==> src/laplacian_sharpen_3x3_unit_macros.svh <==
// ----------------------------------------------------------------------------
// Assertion macros for the Laplacian sharpening unit
// Shared concurrent check forms, clocked and held off during reset.
// ----------------------------------------------------------------------------
`ifndef LAPLACIAN_SHARPEN_3X3_UNIT_MACROS_SVH
`define LAPLACIAN_SHARPEN_3X3_UNIT_MACROS_SVH

// Property that must hold at every clock edge out of reset
`define LAPSH_ASSERT_ALWAYS(name, clk, rst, prop, msg) \
  name: assert property (@(posedge clk) disable iff (rst) (prop)) else $error(msg);

// Same-cycle implication
`define LAPSH_ASSERT_IMPLIES(name, clk, rst, ante, cons, msg) \
  name: assert property (@(posedge clk) disable iff (rst) (ante) |-> (cons)) \
    else $error(msg);

`endif

==> src/lapsh_pkg.sv <==
// ----------------------------------------------------------------------------
// lapsh_pkg
// Types and fixed constants shared by the Laplacian sharpening unit.
// ----------------------------------------------------------------------------
package lapsh_pkg;

  // configuration register widths and port width
  localparam int WIDTH_REG_W  = 11;
  localparam int HEIGHT_REG_W = 16;
  localparam int GAIN_W       = 12;
  localparam int CFG_DATA_W   = 16;
  localparam int CFG_INDEX_W  = 2;

  // gain is unsigned Q4.8
  localparam int GAIN_FRAC = 8;

  // register reset values
  localparam logic [WIDTH_REG_W-1:0]  WIDTH_RESET  = 11'd640;
  localparam logic [HEIGHT_REG_W-1:0] HEIGHT_RESET = 16'd480;
  localparam logic [GAIN_W-1:0]       GAIN_RESET   = 12'd256;

  // result queue depth
  localparam int FIFO_DEPTH = 8;

  // configuration register indexes
  typedef enum logic [CFG_INDEX_W-1:0] {
    REG_IMAGE_WIDTH  = 2'd0,
    REG_IMAGE_HEIGHT = 2'd1,
    REG_SHARPEN_GAIN = 2'd2
  } reg_index_t;

  // per-result control carried down the pipeline
  typedef struct packed {
    logic drain;
    logic interior;
    logic last;
  } ctl_t;

endpackage

==> src/lapsh_sharpen.sv <==
// ----------------------------------------------------------------------------
// lapsh_sharpen
// Three-stage kernel datapath: Laplacian difference, gain multiply,
// rounding and clamping, with pass-through for border and drained pixels.
// ----------------------------------------------------------------------------
module lapsh_sharpen #(
  parameter int PIXEL_BITS = 8
) (
  input  logic                                clk,
  input  logic                                rst,
  input  logic                                in_valid,
  input  lapsh_pkg::ctl_t                     in_ctl,
  input  logic [PIXEL_BITS-1:0]               in_drain_val,
  input  logic [8:0][PIXEL_BITS-1:0]          win,
  input  logic [lapsh_pkg::GAIN_W-1:0]        gain,
  output logic                                out_valid,
  output logic [PIXEL_BITS-1:0]               out_pixel,
  output logic                                out_last,
  output logic [1:0]                          busy
);

  localparam int SW = PIXEL_BITS + 3;                 // sum of 8 pixels
  localparam int DW = PIXEL_BITS + 4;                 // signed 8c - S
  localparam int PW = DW + lapsh_pkg::GAIN_W + 1;     // signed product
  localparam int VW = PW + 1;                         // product plus 256c
  localparam int QW = VW - lapsh_pkg::GAIN_FRAC;      // integer part
  localparam logic [QW:0] PIX_MAX = (QW + 1)'({PIXEL_BITS{1'b1}});

  // stage 2 registers (window is read live this cycle)
  logic                  s2_valid;
  lapsh_pkg::ctl_t       s2_ctl;
  logic [PIXEL_BITS-1:0] s2_drain_val;

  // stage 3 registers
  logic                  s3_valid;
  logic                  s3_interior;
  logic                  s3_last;
  logic [PIXEL_BITS-1:0] s3_pass;
  logic [PIXEL_BITS-1:0] s3_center;
  logic signed [DW-1:0]  s3_diff;

  // stage 4 registers
  logic                  s4_valid;
  logic                  s4_interior;
  logic                  s4_last;
  logic [PIXEL_BITS-1:0] s4_pass;
  logic [PIXEL_BITS-1:0] s4_center;
  logic signed [PW-1:0]  s4_prod;

  logic [SW-1:0]         nsum;
  logic signed [DW-1:0]  diff;
  logic signed [PW-1:0]  prod;
  logic signed [VW-1:0]  v;
  logic [QW:0]           rounded;
  logic [PIXEL_BITS-1:0] sharp;

  // neighbour sum and Laplacian difference
  always_comb begin
    nsum = '0;
    for (int i = 0; i < 9; i++) begin
      if (i != 4) begin
        nsum = nsum + SW'(win[i]);
      end
    end
    diff = $signed(DW'({win[4], 3'b000})) - $signed(DW'(nsum));
  end

  // gain multiply
  assign prod = PW'($signed({1'b0, gain})) * PW'(s3_diff);

  // v = 256c + k*d, then ceil(v/256) clamped to the pixel range
  always_comb begin
    v = ($signed(VW'(s4_center)) <<< lapsh_pkg::GAIN_FRAC) + VW'(s4_prod);
    rounded = (QW + 1)'(v[VW-1:lapsh_pkg::GAIN_FRAC])
            + (QW + 1)'(|v[lapsh_pkg::GAIN_FRAC-1:0]);
    if (v[VW-1]) begin
      sharp = '0;
    end else if (rounded > PIX_MAX) begin
      sharp = '1;
    end else begin
      sharp = rounded[PIXEL_BITS-1:0];
    end
  end

  // valid bits
  always_ff @(posedge clk) begin
    if (rst) begin
      s2_valid <= 1'b0;
      s3_valid <= 1'b0;
      s4_valid <= 1'b0;
    end else begin
      s2_valid <= in_valid;
      s3_valid <= s2_valid;
      s4_valid <= s3_valid;
    end
  end

  // payload pipeline
  always_ff @(posedge clk) begin
    s2_ctl       <= in_ctl;
    s2_drain_val <= in_drain_val;

    s3_interior  <= s2_ctl.interior && !s2_ctl.drain;
    s3_last      <= s2_ctl.last;
    s3_pass      <= s2_ctl.drain ? s2_drain_val : win[4];
    s3_center    <= win[4];
    s3_diff      <= diff;

    s4_interior  <= s3_interior;
    s4_last      <= s3_last;
    s4_pass      <= s3_pass;
    s4_center    <= s3_center;
    s4_prod      <= prod;
  end

  assign out_valid = s4_valid;
  assign out_pixel = s4_interior ? sharp : s4_pass;
  assign out_last  = s4_last;
  assign busy      = 2'({1'b0, s2_valid}) + 2'({1'b0, s3_valid}) + 2'({1'b0, s4_valid});

endmodule

==> config.mk <==
export PLATFORM = sky130hd
export DESIGN_NAME = lapsh_sharpen
export DESIGN_NICKNAME = d
export VERILOG_FILES = /design/src/laplacian_sharpen_3x3_unit_macros.svh /design/src/lapsh_pkg.sv /design/src/lapsh_sharpen.sv
export SDC_FILE = /design/constraint.sdc
export NUM_CORES = 1
export LEC_CHECK = 0
export BUFFER_PORTS_ARGS = -buffer_cell sky130_fd_sc_hd__buf_2
export CELL_PAD_IN_SITES_DETAIL_PLACEMENT = 0
export CELL_PAD_IN_SITES_GLOBAL_PLACEMENT = 2
export CORE_MARGIN = 8
export CORE_UTILIZATION = 34
export DETAILED_ROUTE_END_ITERATION = 7
export GPL_TIMING_DRIVEN = 0
export PLACE_DENSITY = 0.8
export SETUP_SLACK_MARGIN = 0.3
export SLEW_MARGIN = 15
export SYNTH_ARGS = -nofsm -noshare
export SYNTH_HDL_FRONTEND = slang
export SYNTH_SLANG_ARGS = --single-unit
==> constraint.sdc <==
create_clock -name clk -period 5.74 [get_ports clk]
set_input_delay 0.574 -clock clk [delete_from_list [all_inputs] [get_ports clk]]
set_output_delay 0.574 -clock clk [all_outputs]
set_load 0.05 [all_outputs]
# [Yosys cells after proc, flatten, opt, wreduce, memory -nomap -nowiden]
# Index checks and enable logic that the tools add are counted.
[totals] regBits=87
[op_classes] n_addsub=12 mul=1 order_cmp=1 muxes=4 n_reduce_logical=3
[op_table] operator="$add 11x8->11" n=4
[op_table] operator="$mux 8" n=4
[op_table] operator="$add 17x25->26" n=1
[op_table] operator="$mul 13x12->25" n=1
[op_table] operator="$add 18x1->19" n=1
[op_table] operator="$gt 19x8->1 const B" n=1
[op_table] operator="$sub 11x11->12" n=1
[op_table] operator="$add 10x8->11" n=1
[op_table] operator="$add 9x8->10" n=1
[op_table] operator="$add 8x8->9" n=1
[op_table] operator="$reduce_or 8->1" n=1
[op_table] operator="$add 1x1->2" n=1
[op_table] operator="$add 2x1->2" n=1
[op_table] operator="$logic_and 1x1->1" n=1
[op_table] operator="$logic_not 1->1" n=1

# [Logic depth before layout (Yosys ltp)]
[depth] depth_word=8 mapped_depth=21 mapped_depth_nobuf=20

# [Worst setup path before layout]
# Ideal clock, no wire load.
[synth_timing] kind="input port to flip-flop" startpoint="in gain[1] (netlist bit)" endpoint="reg s4_prod[24]" setup_time_ns=0.063 arrival_ns=5.708 t_required_ns=5.677 slack_ns=-0.031 stages=19 cell_sequence="clkbuf_1 nand2_1 fa_1 fa_1 inv_1 fa_1 fa_1 inv_1 fa_1 inv_1 ha_1 or2_1 a2111oi_0 a21boi_2 o21a_1 o31ai_1 o41a_1 or4_1 nand3_1"
[synth_between] elab_chain_cells=1
[synth_lines] item="start: declaration" line="lapsh_sharpen.sv:15" source="input logic [lapsh_pkg::GAIN_W-1:0] gain,"
[synth_lines] item="$mul 13x12->25" line="lapsh_sharpen.sv:69" source="assign prod = PW'($signed({1'b0, gain})) * PW'(s3_diff);"
[synth_lines] item="named net prod[24]" line="lapsh_sharpen.sv:52" source="logic signed [PW-1:0] prod;"
[synth_lines] item="end signal: assignment" line="lapsh_sharpen.sv:113" source="s4_prod <= prod;"
[synth_lines] item="end: declaration" line="lapsh_sharpen.sv:48" source="logic signed [PW-1:0] s4_prod;"
# The timed path passes the listed nets, and every way through them passes these cells.
# A chain may end at the register's enable or synchronous reset.

# [Worst setup path in the final report]
[layout_timing] startpoint="reg s3_diff[0]" endpoint="reg s4_prod[24]"
[layout_between] elab_chain_cells=1
[layout_lines] item="start: declaration" line="lapsh_sharpen.sv:40" source="logic signed [DW-1:0] s3_diff;"
[layout_lines] item="start signal: assignment" line="lapsh_sharpen.sv:107" source="s3_diff <= diff;"
[layout_lines] item="$mul 13x12->25" line="lapsh_sharpen.sv:69"
[layout_lines] item="named net prod[24]" line="lapsh_sharpen.sv:52"
# The timed path passes the listed nets, and every way through them passes these cells.

==> results.sh <==
export IMPL_status="completed"
export IMPL_synthFlopType="dfxtp_1"
export IMPL_setup_ws_ns=0.290
export IMPL_drt_wl_total_mm=23.0
export IMPL_synth_nets=1413
export IMPL_gp_congestion=0.848
export IMPL_cts_buffers=9
export IMPL_finalSetupViolCount=0
export IMPL_clk_path_buf_depth=2
export IMPL_utilization_pct=40.6
export IMPL_synthArstFlopShare_pct=0
export IMPL_fin_skew_ns=0.00784
export IMPL_firstDrtPassIters=4
export IMPL_dieArea_mm2=0.0345
export IMPL_required_ns=6.03
export IMPL_end_kind="flip-flop"
export IMPL_critPathMaxFanout=10
export IMPL_synth_edf_count=0
export IMPL_synth_area_mm2=0.00981
export IMPL_routedWlPerCell_um=14.6
export IMPL_nNetsFinal=1541
export IMPL_hold_violations=0
export IMPL_syn_inst=1054
export IMPL_clock_latency_ns=0.35
export IMPL_cts_tree="built"
export IMPL_coreArea_mm2=0.0285
export IMPL_slew_headroom_pct=60.1
export IMPL_r2r_end="s4_prod[24]"
export IMPL_via_per_inst=4.54
export IMPL_crit_chain="clkbuf_8, and2_1, fa_1, inv_1, fa_2, fa_1, inv_1, fa_1, inv_1, fa_1, inv_1, ha_4, or2_4, a2111oi_4, a21boi_2, o21a_1, o31ai_2, o41a_1, or4_1, nand3_1"
export IMPL_drive_gt1_share_pct=18.4
export IMPL_die_w_um=186
export IMPL_cp_slowest_cell="or4_1"
export IMPL_ys_warn_count=0
export IMPL_worst_ep_arrival_time_ns=5.74
export IMPL_numPortBuffers=109
export IMPL_ff2ff_path_depth=20
export IMPL_post_place_ws_ns=-0.409
export IMPL_max_stage_delay_ns=0.53
export IMPL_timing_final_crit_period_ns=5.45
export IMPL_grt_setup_unrepaired="true"
export IMPL_cts_max_level=3
export IMPL_nFillCells=2966
export IMPL_initial_utilization_pct=34.4
export IMPL_max_freq_ghz=0.183
export IMPL_drc=0
export IMPL_drv_cap=0
export IMPL_grt_util_all_layers_pct=14.1
export IMPL_multiInputGateArea_mm2=0.00722
export IMPL_grt_pass1_vias=7638
export IMPL_start_kind="flip-flop"
export IMPL_root_buffer="clkbuf_16"
export IMPL_synth_seq_cells=87
export IMPL_ant_nets=0
export IMPL_slew_viol_final=0
export IMPL_clk_pin_slew_worst_paths_ns=0.08
export IMPL_antenna_found_initial=0
export IMPL_syn_to_final_growth_pct=18.2
export IMPL_grt_first_pass_wirelength_mm=38.3
export IMPL_worst_slew_pin_slew_ns=0.599
export IMPL_hpwl_mm=19.9
export IMPL_die_height_um=186
export IMPL_crit_start="s3_diff[0]"
export IMPL_crit_end="s4_prod[24]"
export IMPL_seq_area_mm2=0.00177
export IMPL_antenna_cells=0
export IMPL_cts_hold_buf=0
export IMPL_r2r_start="s3_diff[0]"
export IMPL_grt_max_degree=20
export IMPL_dr_first_iter_drc_count=274
export IMPL_vias=7128
export IMPL_synth_seq_area_share_pct=17.8
export IMPL_min_period_over_period_pct=95.0
export IMPL_rows=62
export IMPL_path_class="flip-flop to flip-flop"
export IMPL_cts_sinks=87
export IMPL_grt_remaining_overflow=0
export IMPL_avgSynthCellArea_um2=9.31
export IMPL_ff2ff_setup_slack_ns=0.29
export IMPL_synth_cell_types=69
export IMPL_worstHoldPathType="input port to flip-flop"
export IMPL_io_pins=110
[critical path, delay by kind of cell, from the launching register on]
| kind | cells | cell delay [ns] |
|---|---|---|
| and+or+nand+nor | 4 | 1.00 |
| buffers and inverters | 5 | 0.46 |
| DFF | 1 | 0.41 |
| AOI/OAI and AO/OA | 5 | 1.01 |
| adders and majority gates | 6 | 2.49 |
[worst min path at each step]
stage                     from               to  slack, ns  cells after the start
6_report             in_ctl[1]        s2_ctl[1]       0.31                      1
5_1_grt              in_ctl[0]        s2_ctl[0]       0.29                      1
4_1_cts        in_drain_val[1]  s2_drain_val[1]       0.30                      1
3_5_place_dp      s3_center[3]     s4_center[3]       0.31                      0
3_3_place_gp           s3_last         out_last       0.31                      0
2_1_floorplan          s3_last         out_last       0.31                      0
[synthesized netlist by cell type (3+ instances only)]
library cell,number,area share [%]
a211oi_1,5,0.38
a21boi_0,4,0.31
a21o_1,4,0.31
a21oi_1,30,1.5
and2_1,56,3.6
clkbuf_1,23,0.88
dfxtp_1,87,18
fa_1,156,32
ha_1,105,13
inv_1,240,9.2
mux2_2,5,0.57
nand2_1,94,3.6
nand2b_1,9,0.57
nand3_1,9,0.46
nor2_1,41,1.6
nor2b_1,7,0.45
nor3_1,15,0.77
nor4_1,11,0.70
o211ai_1,3,0.23
o21a_1,9,0.69
o21ai_0,30,1.5
o21ai_1,4,0.20
o21bai_1,4,0.31
o31ai_1,5,0.38
o41ai_1,5,0.45
or2_2,3,0.19
or3_1,6,0.38
xnor2_1,25,2.2
xor2_1,11,0.98
[area by class of cell]
class                           count  area share (%)
Clock inverter                      7           0.680
Tap cell                          384            4.15
Inverter                          240            7.81
Clock buffer                        9            1.94
Multi-Input combinational cell    701            62.3
Timing Repair Buffer              117            5.26
Sequential cell                    87            15.3
Buffer                             26            2.56
[cells by family after synthesis]
family          share of synthesized area [%]
simple gates                             13.7
compound gates                           9.06
fa+ha+maj                                45.2
mux                                     0.829
flops                                    17.8
buf+inv                                  10.2
xor+xnor                                 3.21
[sequential cells by signal, indices dropped and copies added (netlist names)]
signal        count
s3_valid          1
s2_valid          1
s4_pass           8
s3_diff          12
s4_prod          25
s3_center         8
s3_last           1
s3_pass           8
s2_drain_val      8
s2_ctl            3
s3_interior       1
out_last          1
out_valid         1
s4_center         8
s4_interior       1
[timing repair]
item / in CTS / in global routing
gates resized for setup: 49 / 39
endpoints found under the setup margin: 8 / 4
pin swaps: 3 / 11
setup buffers: 5 / 3
hold endpoints to repair: 0 / 0
[cell usage in the layout (no fill, tap or decap), types with 5 or more instances in the layout]
master / n
a21oi_1: 28
and2_1: 55
buf_2: 110
buf_4: 8
clkbuf_16: 10
clkbuf_8: 10
dfxtp_1: 75
dfxtp_2: 5
dfxtp_4: 7
fa_1: 152
ha_1: 101
inv_1: 238
mux2_2: 5
nand2_1: 92
nand2b_1: 9
nand3_1: 9
nor2_1: 41
nor2b_1: 7
nor3_1: 14
nor4_1: 11
o21a_1: 9
o21ai_0: 27
o21ai_1: 5
or3_1: 6
xnor2_1: 25
xor2_1: 11
[routing by layer]
metal  GRT usage, %  wire, µm
met5              0         0
met4           3.37       303
met3           2.75      1140
met2           24.2     11300
met1           18.0     10300
[metrics by stage]
stage                     hold slack (ns)  cell area [µm²]  TNS, ns  cells
after detailed placement            0.313            10900   -0.764   1547
after CTS                           0.297            11400        0   1568
after floorplan                     0.310             9920        0   1054
final                               0.312            11600        0   1571
after global routing                0.294            11600        0   1571
after global placement              0.310            10900   -0.703   1547
Power is not shown: default switching activity piles up to over one toggle a cycle in this logic, so the estimate is an artifact.
