==> src/laplacian_sharpen_3x3_unit_macros.svh <==
// ----------------------------------------------------------------------------
// Assertion macros for the Laplacian sharpening unit
// Shared concurrent check forms, clocked and held off during reset.
// ----------------------------------------------------------------------------
`ifndef LAPLACIAN_SHARPEN_3X3_UNIT_MACROS_SVH
`define LAPLACIAN_SHARPEN_3X3_UNIT_MACROS_SVH

// Property that must hold at every clock edge out of reset
`define LAPSH_ASSERT_ALWAYS(name, clk, rst, prop, msg) \
  name: assert property (@(posedge clk) disable iff (rst) (prop)) else $error(msg);

// Same-cycle implication
`define LAPSH_ASSERT_IMPLIES(name, clk, rst, ante, cons, msg) \
  name: assert property (@(posedge clk) disable iff (rst) (ante) |-> (cons)) \
    else $error(msg);

`endif

==> src/lapsh_fifo.sv <==
// ----------------------------------------------------------------------------
// lapsh_fifo
// Small result queue in flip-flops; decouples the pipeline from the output.
// ----------------------------------------------------------------------------
module lapsh_fifo #(
  parameter int WIDTH = 9,
  parameter int DEPTH = 8
) (
  input  logic                       clk,
  input  logic                       rst,
  input  logic                       push,
  input  logic [WIDTH-1:0]           push_data,
  output logic                       pop_valid,
  input  logic                       pop_ready,
  output logic [WIDTH-1:0]           pop_data,
  output logic [$clog2(DEPTH+1)-1:0] count
);

  localparam int AW = $clog2(DEPTH);
  localparam int CW = $clog2(DEPTH + 1);

  logic [WIDTH-1:0] mem [DEPTH];
  logic [AW-1:0]    wr_ptr;
  logic [AW-1:0]    rd_ptr;
  logic             pop;

  assign pop       = pop_valid && pop_ready;
  assign pop_valid = (count != '0);
  assign pop_data  = mem[rd_ptr];

  // storage
  always_ff @(posedge clk) begin
    if (push) begin
      mem[wr_ptr] <= push_data;
    end
  end

  // pointers and fill count
  always_ff @(posedge clk) begin
    if (rst) begin
      wr_ptr <= '0;
      rd_ptr <= '0;
      count  <= '0;
    end else begin
      if (push) begin
        wr_ptr <= (wr_ptr == AW'(DEPTH - 1)) ? '0 : wr_ptr + AW'(1);
      end
      if (pop) begin
        rd_ptr <= (rd_ptr == AW'(DEPTH - 1)) ? '0 : rd_ptr + AW'(1);
      end
      count <= count + CW'(push) - CW'(pop);
    end
  end

endmodule

==> config.mk <==
export PLATFORM = sky130hd
export DESIGN_NAME = lapsh_fifo
export DESIGN_NICKNAME = d
export VERILOG_FILES = /design/src/laplacian_sharpen_3x3_unit_macros.svh /design/src/lapsh_fifo.sv
export SDC_FILE = /design/constraint.sdc
export NUM_CORES = 1
export LEC_CHECK = 0
export BUFFER_PORTS_ARGS = -buffer_cell sky130_fd_sc_hd__buf_2
export CAP_MARGIN = 20
export CORE_MARGIN = 1.5
export CORE_UTILIZATION = 49
export CTS_BUF_LIST = sky130_fd_sc_hd__clkbuf_8
export CTS_CLUSTER_SIZE = 24
export DETAILED_ROUTE_END_ITERATION = 7
export PLACE_DENSITY = 0.68
export SYNTH_ARGS = -nofsm -noshare
export SYNTH_HDL_FRONTEND = slang
export SYNTH_SLANG_ARGS = --single-unit
==> constraint.sdc <==
create_clock -name clk -period 1.85 [get_ports clk]
set_clock_uncertainty 0.05 [all_clocks]
set_input_delay 0.2775 -clock clk [delete_from_list [all_inputs] [get_ports clk]]
set_output_delay 0.2775 -clock clk [all_outputs]
set_load 0.01 [all_outputs]
After elaboration in Yosys (flattened, before gate mapping)
Memories as Yosys holds them, arrays and structs flattened. A register that Yosys moved wholly into a read port is not among the register bits. Index checks and enable logic that the tools add are counted.

Add/subtract/negate cells: 4. Eq/ne operators: 2. Multiplexer cells: 6. Reductions and logical operators: 2.

Operators by type and width (number): 3-bit 2-to-1 mux (4); 3-bit by 1-bit adder with 3-bit output, second input constant (2); 3-bit equality test, second input constant (2); 4-bit by 1-bit adder with 4-bit output (1); 4-bit nonzero test (1); 4-bit by 1-bit subtractor with 4-bit output (1); 1-bit 2-to-1 mux (2); 1-bit logical AND (1).

Bits in registers: 10. Bits in writable memories: 72. Bits of input ports: 13. Output and inout port bits: 14. Word-level logic and storage cells: 18. Memories kept: 1.

Memories: mem (words 8, bits a word 9, rd ports 1, clocked after Yosys merged registers in 1, wr ports 1, RTL line lapsh_fifo.sv:22) `logic [WIDTH-1:0] mem [DEPTH];`.

Longest topological paths before layout
Gate-level depths: netlist of run 1.

Depth in word-level cells: 4. Gate-level depth with buffers: 10. Gate-level depth less buffers: 10.

Least setup slack after synthesis of run 1
No wires, ideal clock.

Kind: register to register. Start: reg count[2]. End: reg count[2]. Library setup time: 128 ps. Data arrival time: 2018 ps. Required time: 1672 ps. Slack: -346 ps. Cell stages (with the launch flop): 11. Path buffers: 0. Clock period less this slack: 2196 ps. Cell sequence: dfxtp_1 -> inv_1 -> ha_1 -> nor3b_1 -> inv_1 -> nand3_1 -> o21ai_0 -> ha_1 -> fa_1 -> xnor2_1 -> nor2_1.

Longest elaborated chain between the ends: 3. Elaborated cells on any way between the ends: 4. Classes of those cells: add/sub (2); reduce/logical (2).

RTL lines: start, declared (RTL line lapsh_fifo.sv:16) `output logic [$clog2(DEPTH+1)-1:0] count`; start signal, assigned (RTL line lapsh_fifo.sv:51) `count <= count + CW'(push) - CW'(pop);`; 4-bit nonzero test (RTL line lapsh_fifo.sv:28) `assign pop_valid = (count != '0);`; net pop_valid (RTL line lapsh_fifo.sv:13) `output logic pop_valid,`; 1-bit logical AND (RTL line lapsh_fifo.sv:27) `assign pop = pop_valid && pop_ready;`; 4-bit by 1-bit subtractor with 4-bit output (RTL line lapsh_fifo.sv:51).

The timed path passes the listed nets, and every way through them passes these cells. A chain may end at the register's enable or synchronous reset.

==> results of run 1 <==
-- sequential cells by signal, indices dropped and copies added, names as in the netlist, named ones only --
signal,count
mem,72
count,4
rd_ptr,3
wr_ptr,3
-- worst max-delay path, cell delays in order, from the launching register on --
cell and delay [ns]:
dfxtp_4 0.44, clkbuf_16 0.17, mux4_2 0.50, mux2_4 0.29
buf_6 0.12
-- metrics by stage --
step	util (%)	hold slack [ns]	cell area (um^2)
floorplan	-	0.299	3470
global placement	56.3	0.454	3820
detailed placement	56.3	0.465	3820
CTS	59.3	0.131	4030
global route	60.6	0.151	4120
finish	60.6	0.149	4120
-- cells by family after synthesis --
logic type	after synthesis	share of synthesized area [%]
flip-flops	85	70.5
buffers and inverters	12	2.04
AND/OR/NAND/NOR	29	4.33
multiplexers	29	17.3
XOR/XNOR	1	0.255
adder cells (fa/ha/maj)	9	3.49
AO/OA/AOI/OAI	14	2.15
-- cells in the mapped netlist --
cell type   n
edfxtp_1   72
mux4_1     18
dfxtp_1    13
nor2_1     11
a21oi_1     9
mux2_2      9
ha_1        8
inv_1       6
nand2b_1    5
o21ai_0     4
nand3_1     3
clkbuf_1    2
mux2i_1     2
nand2_1     2
nor2b_1     2
nor3_1      2
a31o_2      1
buf_1       1
buf_12      1
buf_2       1
buf_6       1
fa_1        1
nand3b_1    1
nand4b_1    1
nor3b_1     1
or4_1       1
xnor2_1     1
-- routing by layer --
layer	vias to the layer above	routed length, um	GRT usage (%)	share of wire (%)
li1	818	-	-	-
met1	876	2760	23.8	45
met2	37	3130	29.2	51
met3	6	224	3.71	3.6
met4	0	59	7.18	0.95
met5	-	0	0	0
-- how the worst max path moves through the flow --
stage / end / slack (ns) / cells after the start
2_1_floorplan: count[1]$_SDFF_PP0_ / -0.03 / 9
3_3_place_gp: count[1]$_SDFF_PP0_ / 0.01 / 9
3_5_place_dp: count[2]$_SDFF_PP0_ / -0.11 / 10
4_1_cts: pop_data[4] / -0.36 / 4
5_1_grt: pop_data[1] / -0.38 / 4
6_report: pop_data[1] / -0.34 / 4
-- layout make-up --
cell class | count | share of cell area, %
well taps | 96 | 2.92
flip-flops and latches | 85 | 59.0
clock buffers | 9 | 3.01
clock inverters | 7 | 0.729
inverters | 6 | 0.547
multi-input cells | 82 | 23.4
repair buffers | 48 | 10.5
-- report_power, final --
| part | total [mW] | internal, mW | switching (mW) |
|---|---|---|---|
| Sequential | 2.25 | 2.18 | 0.0758 |
| Combinational | 1.23 | 0.700 | 0.527 |
| Clock | 1.03 | 0.462 | 0.568 |
| Total | 4.51 | 3.34 | 1.17 |
-- repair_timing --
item	4_1_cts	5_1_grt
resized for setup	11	31
gates cloned	1	2
pin swaps	2	1
buffers inserted	2	1
hold buffers	0	0
setup endpoints to repair	11	12
==> reports/qor.csv, run 1 <==
stage,metric,value,unit
run_status,status,"complete, but fails checks",
run_status,violations,negative setup slack,
synthesis,ys_seq_elements,85,
pwr,powerDensity,1090,nW/um^2
sta,layout_min_cycle_time,2.19,ns
setup_path,crit_path_start_kind,flop,
layout,layout_commonest_cell,edfxtp_1,
placement,pre_cts_ws,-0.111,ns
floorplanning,design.core.area,6790,um^2
drt,ant_nets,0,
synthesis,yosysSeqAreaShare,70.5,%
global_route,track_usage,17.9,%
sta,layout_setup_ws,-0.341,ns
drt,routed-via-count,1737,
placement,io_buffers,26,
setup_path,worstPathMaxFanout,4,
sta,drv_slew,0,
global_route,grt_pass1_wl,9410,um
pwr,vdd_drop_max,0.000652,V
synthesis,syn_inst,179,
synthesis,yosysWarnings,0,
sta,grt_setup_unrepaired,yes,
drt,routed_wirelength,6180,um
floorplanning,boundaryPins,27,
floorplanning,die_area,7530,um^2
clocking,numCtsBuffers,9,
clocking,htreeDepth,3,
global_route,grt_max_degree,19,
setup_path,reg2reg_to,count[1]$_SDFF_PP0_,
placement,numPlacedInstances,311,
job,maxCapViolations,0,
clocking,tritoncts,done,
synthesis,yosysTopAreaCellShare,62.9,%
clocking,clk-insertion-delay-late,0.33,ns
floorplanning,die_w,86.8,um
floorplanning,num_rows,30,
setup_path,crit_type,reg2out,
sta,tns,-2.84,ns
synthesis,synth.distinct_cells,27,
sta,tightest_slew,0.259,ns
layout,drive_gt1_share,43.0,%
drt,vias_per_cell,5.22,
clocking,clk_path_buf_depth,2,
sta,setup_viol_count_final,9,
setup_path,reg2reg_from,count[2]$_SDFF_PP0_,
drt,drc,0,
synthesis,syn-cell-area,3440,um^2
global_route,grt_overflow,0,
synthesis,synth_area_leader_cell,edfxtp_1,
layout,layout.nets,254,
synthesis,yosys-top-cells-area,"edfxtp_1, mux4_1, dfxtp_1",
drt,drt-pass1-iter-count,4,
sta,period_share,118,%
placement,hpwl,3840,um
layout,fin_cells,333,
drt,drt_iter0_drc,94,
layout,syn2layout_area_growth,19.8,%
floorplanning,dieHeight,86.8,um
setup_path,end_kind,primary output,
setup_path,r2r_setup_slack,0.02,ns
pwr,power.leakage,1.46,nW
synthesis,avgSynthCellArea,19.2,um^2
layout,multiInputGateArea,962,um^2
pwr,total_power,4.51,mW
layout,final_cell_mix,"edfxtp_1, mux4_2, buf_2, buf_4, nor2_1",
worst_hold_path,hold_path.class,in2reg,
drt,drt-wirelength-per-cell,18.6,um
layout,seq_area,2430,um^2
worst_hold_path,hold_end,mem[2][7]$_DFFE_PP_,
setup_path,reg2reg_depth,9,
floorplanning,initial_core_util,50.6,%
global_route,antenna_found_initial,0,
clocking,clkTransAtPathRegs,0.08,ns
placement,place_congestion,0.809,
sta,slew_headroom,82.6,%
setup_path,cp.required,1.52,ns
worst_hold_path,hold_start,push_data[7],
layout,diodes,0,
synthesis,synth.net_count,201,
layout,fillers,486,
clocking,cts_root_buffer,clkbuf_8,
sta,final_hold_viol_count,0,
sta,fmax,456,MHz
clocking,cts.sinks,85,
setup_path,arrival,1.86,ns
worst_hold_path,hold_depth,1,
global_route,grt_pass1_vias,1819,
Power figures use the tool's default switching activity.
==> run 2: changes to the inputs <==
==> constraint.sdc (replaced) <==
create_clock -name clk -period 1.9 [get_ports clk]
set_clock_uncertainty 0.05 [all_clocks]
set_input_delay 0.285 -clock clk [delete_from_list [all_inputs] [get_ports clk]]
set_output_delay 0.285 -clock clk [all_outputs]
set_load 0.01 [all_outputs]
==> reports/qor.csv, run 2 (synthesis results as in run 1) <==
stage,metric,value,unit,change
layout,fin_area,4150,um^2,+0.79%
global_route,grt_max_degree,19,,unchanged
placement,hpwl,4020,um,+4.5%
sta,layout_min_cycle_time,2.22,ns,
floorplanning,dieHeight,86.8,um,unchanged
sta,layout_setup_ws,-0.317,ns,+0.0247 ns
global_route,grt_pass1_wl,10200,um,+8.4%
floorplanning,design.core.area,6790,um^2,unchanged
sta,hold_ws,0.151,ns,+0.00188 ns
run_status,violations,negative setup slack,,
layout,largest_reg_flops,72,,unchanged
sta,grt_setup_unrepaired,yes,,
worst_hold_path,hold_path.class,in2reg,,
layout,diodes,0,,unchanged
drt,ant_nets,0,,unchanged
drt,drc,0,,unchanged
global_route,track_usage,19.3,%,+1.4 points
floorplanning,boundaryPins,27,,unchanged
layout,top_register,mem,,
setup_path,crit_path_start_kind,flop,,
drt,drt-pass1-iter-count,4,,unchanged
placement,placed_area,3820,um^2,unchanged
setup_path,crit_type,reg2out,,
layout,drive_gt1_share,45.0,%,+2.0 points
global_route,grt_pass1_vias,1855,,+2.0%
layout,fillers,480,,-1.2%
pwr,vdd_drop_max,0.000742,V,+14%
layout,layout.nets,257,,+1.2%
floorplanning,die_area,7530,um^2,unchanged
layout,layout_commonest_cell,edfxtp_1,,
drt,drt_iter0_drc,130,,+38%
setup_path,cp_slowest_stage_delay,0.48,ns,-0.02 ns
clocking,numCtsBuffers,9,,unchanged
sta,fmax,451,MHz,
setup_path,arrival,1.88,ns,+0.02 ns
sta,period_share,117,%,
sta,final_hold_viol_count,0,,unchanged
layout,final_cell_mix,"edfxtp_1, buf_4, mux4_2, buf_2, nor2_1",,
clocking,cts_root_buffer,clkbuf_8,,
clocking,clk-insertion-delay-late,0.35,ns,+0.02 ns
setup_path,cp.required,1.56,ns,+0.04 ns
pwr,powerDensity,1090,nW/um^2,-0.63%
run_status,status,"complete, but fails checks",,
drt,routed-via-count,1816,,+4.5%
setup_path,crit_slowest_cell,mux4_2,,
layout,reg_top3,"mem: 72 flops, count: 4 flops",,
clocking,cts.sinks,85,,unchanged
floorplanning,num_rows,30,,unchanged
setup_path,worstPathMaxFanout,5,,+1
setup_path,path_cells,buf_6 > buf_16 > mux4_2 > mux2_4 > buf_6,,
floorplanning,die_w,86.8,um,unchanged
sta,tightest_slew,0.310,ns,+0.0516 ns
job,maxCapViolations,0,,unchanged
clocking,tritoncts,done,,
sta,drv_slew,0,,unchanged
clocking,clkTransAtPathRegs,0.09,ns,about the same
global_route,grt_overflow,0,,unchanged
clocking,clk_path_buf_depth,2,,unchanged
drt,drt-wirelength-per-cell,19.2,um,+3.4%
setup_path,path_buf_inv,3,,+1
drt,vias_per_cell,5.40,,+3.6%
placement,io_buffers,26,,unchanged
placement,place_congestion,0.789,,-2.5%
layout,syn2layout_area_growth,20.7,%,
clocking,htreeDepth,3,,unchanged
setup_path,cpMostUsedCell,buf_6,,
sta,slew_headroom,79.1,%,-3.5 points
sta,setup_viol_count_final,9,,unchanged
floorplanning,initial_core_util,50.6,%,unchanged
global_route,antenna_found_initial,0,,unchanged
setup_path,critPathTopFamily,multiplexers,,
pwr,power.leakage,1.46,nW,about the same
drt,routed_wirelength,6450,um,+4.3%
setup_path,end_kind,primary output,,
-- run 2: changes by cell type in the layout (fill, tap and decap cells not counted), sizes merged --
cell      change
buf           +5
clkinv        +2
clkinvlp      +2
clkbuf        -2
inv           -4
-- run 2: area by class of cell --
class / count / area (um^2) / area share (%)
Clock buffer: 9 / 124 / 2.98
Clock inverter: 7 / 58.8 / 1.42
Inverter: 6 / 22.5 / 0.542
Multi-Input combinational cell: 82 / 953 / 23.0
Sequential cell: 85 / 2430 / 58.5
Tap cell: 96 / 120 / 2.89
Timing Repair Buffer: 51 / 444 / 10.7
-- run 2: per-layer routing --
metal  global-route usage, %  vias up  part of all wire [%]  wire length [um]
met4                    6.89        0                   1.2                80
met1                    26.1      942                    42              2690
li1                        -      823                     -                 -
met3                    3.90        7                   5.0               320
met2                    31.5       44                    52              3350
met5                       0        -                     0                 0
-- run 2: worst paths after layout --
kind / startpoint / endpoint / slack (ns) / depth (start not counted)
setup / recovery: flop / pop_data[8] / -0.32 / 5
hold / removal: push_data[1] / mem[0][1]$_DFFE_PP_ / 0.15 / 1
setup reg to reg: count[2]$_SDFF_PP0_ / count[1]$_SDFF_PP0_ / 0.09 / 9
hold reg to reg: wr_ptr[1]$_SDFFE_PP0P_ / wr_ptr[1]$_SDFFE_PP0P_ / 0.51 / 2
-- run 2: repair_timing --
| action | CTS | global route |
|---|---|---|
| hold endpoints to repair | 0 | 0 |
| pin swaps | 0 | 3 |
| gates resized for setup | 38 | 4 |
| hold buffers | 0 | 0 |
| gates cloned | 3 | 0 |
| setup endpoints to repair | 11 | 11 |
| setup buffers | 4 | 3 |
-- run 2: power by group --
part | switching [mW] | internal (mW) | total (mW)
Clock | 0.659 | 0.490 | 1.15
Combinational | 0.504 | 0.677 | 1.18
Sequential | 0.0678 | 2.12 | 2.18
Total | 1.23 | 3.28 | 4.51
-- run 2: per-stage QoR --
stage	setup WS, ns	TNS (ns)	instances	util, %	power, mW
floorplan	0.0161	0	179	-	2.82
global placement	0.0586	0	311	56.3	3.06
detailed placement	-0.0282	-0.0512	311	56.3	3.12
CTS	-0.321	-2.79	334	60.8	4.49
global route	-0.361	-3.15	336	61.1	4.74
finish	-0.317	-2.69	336	61.1	4.51
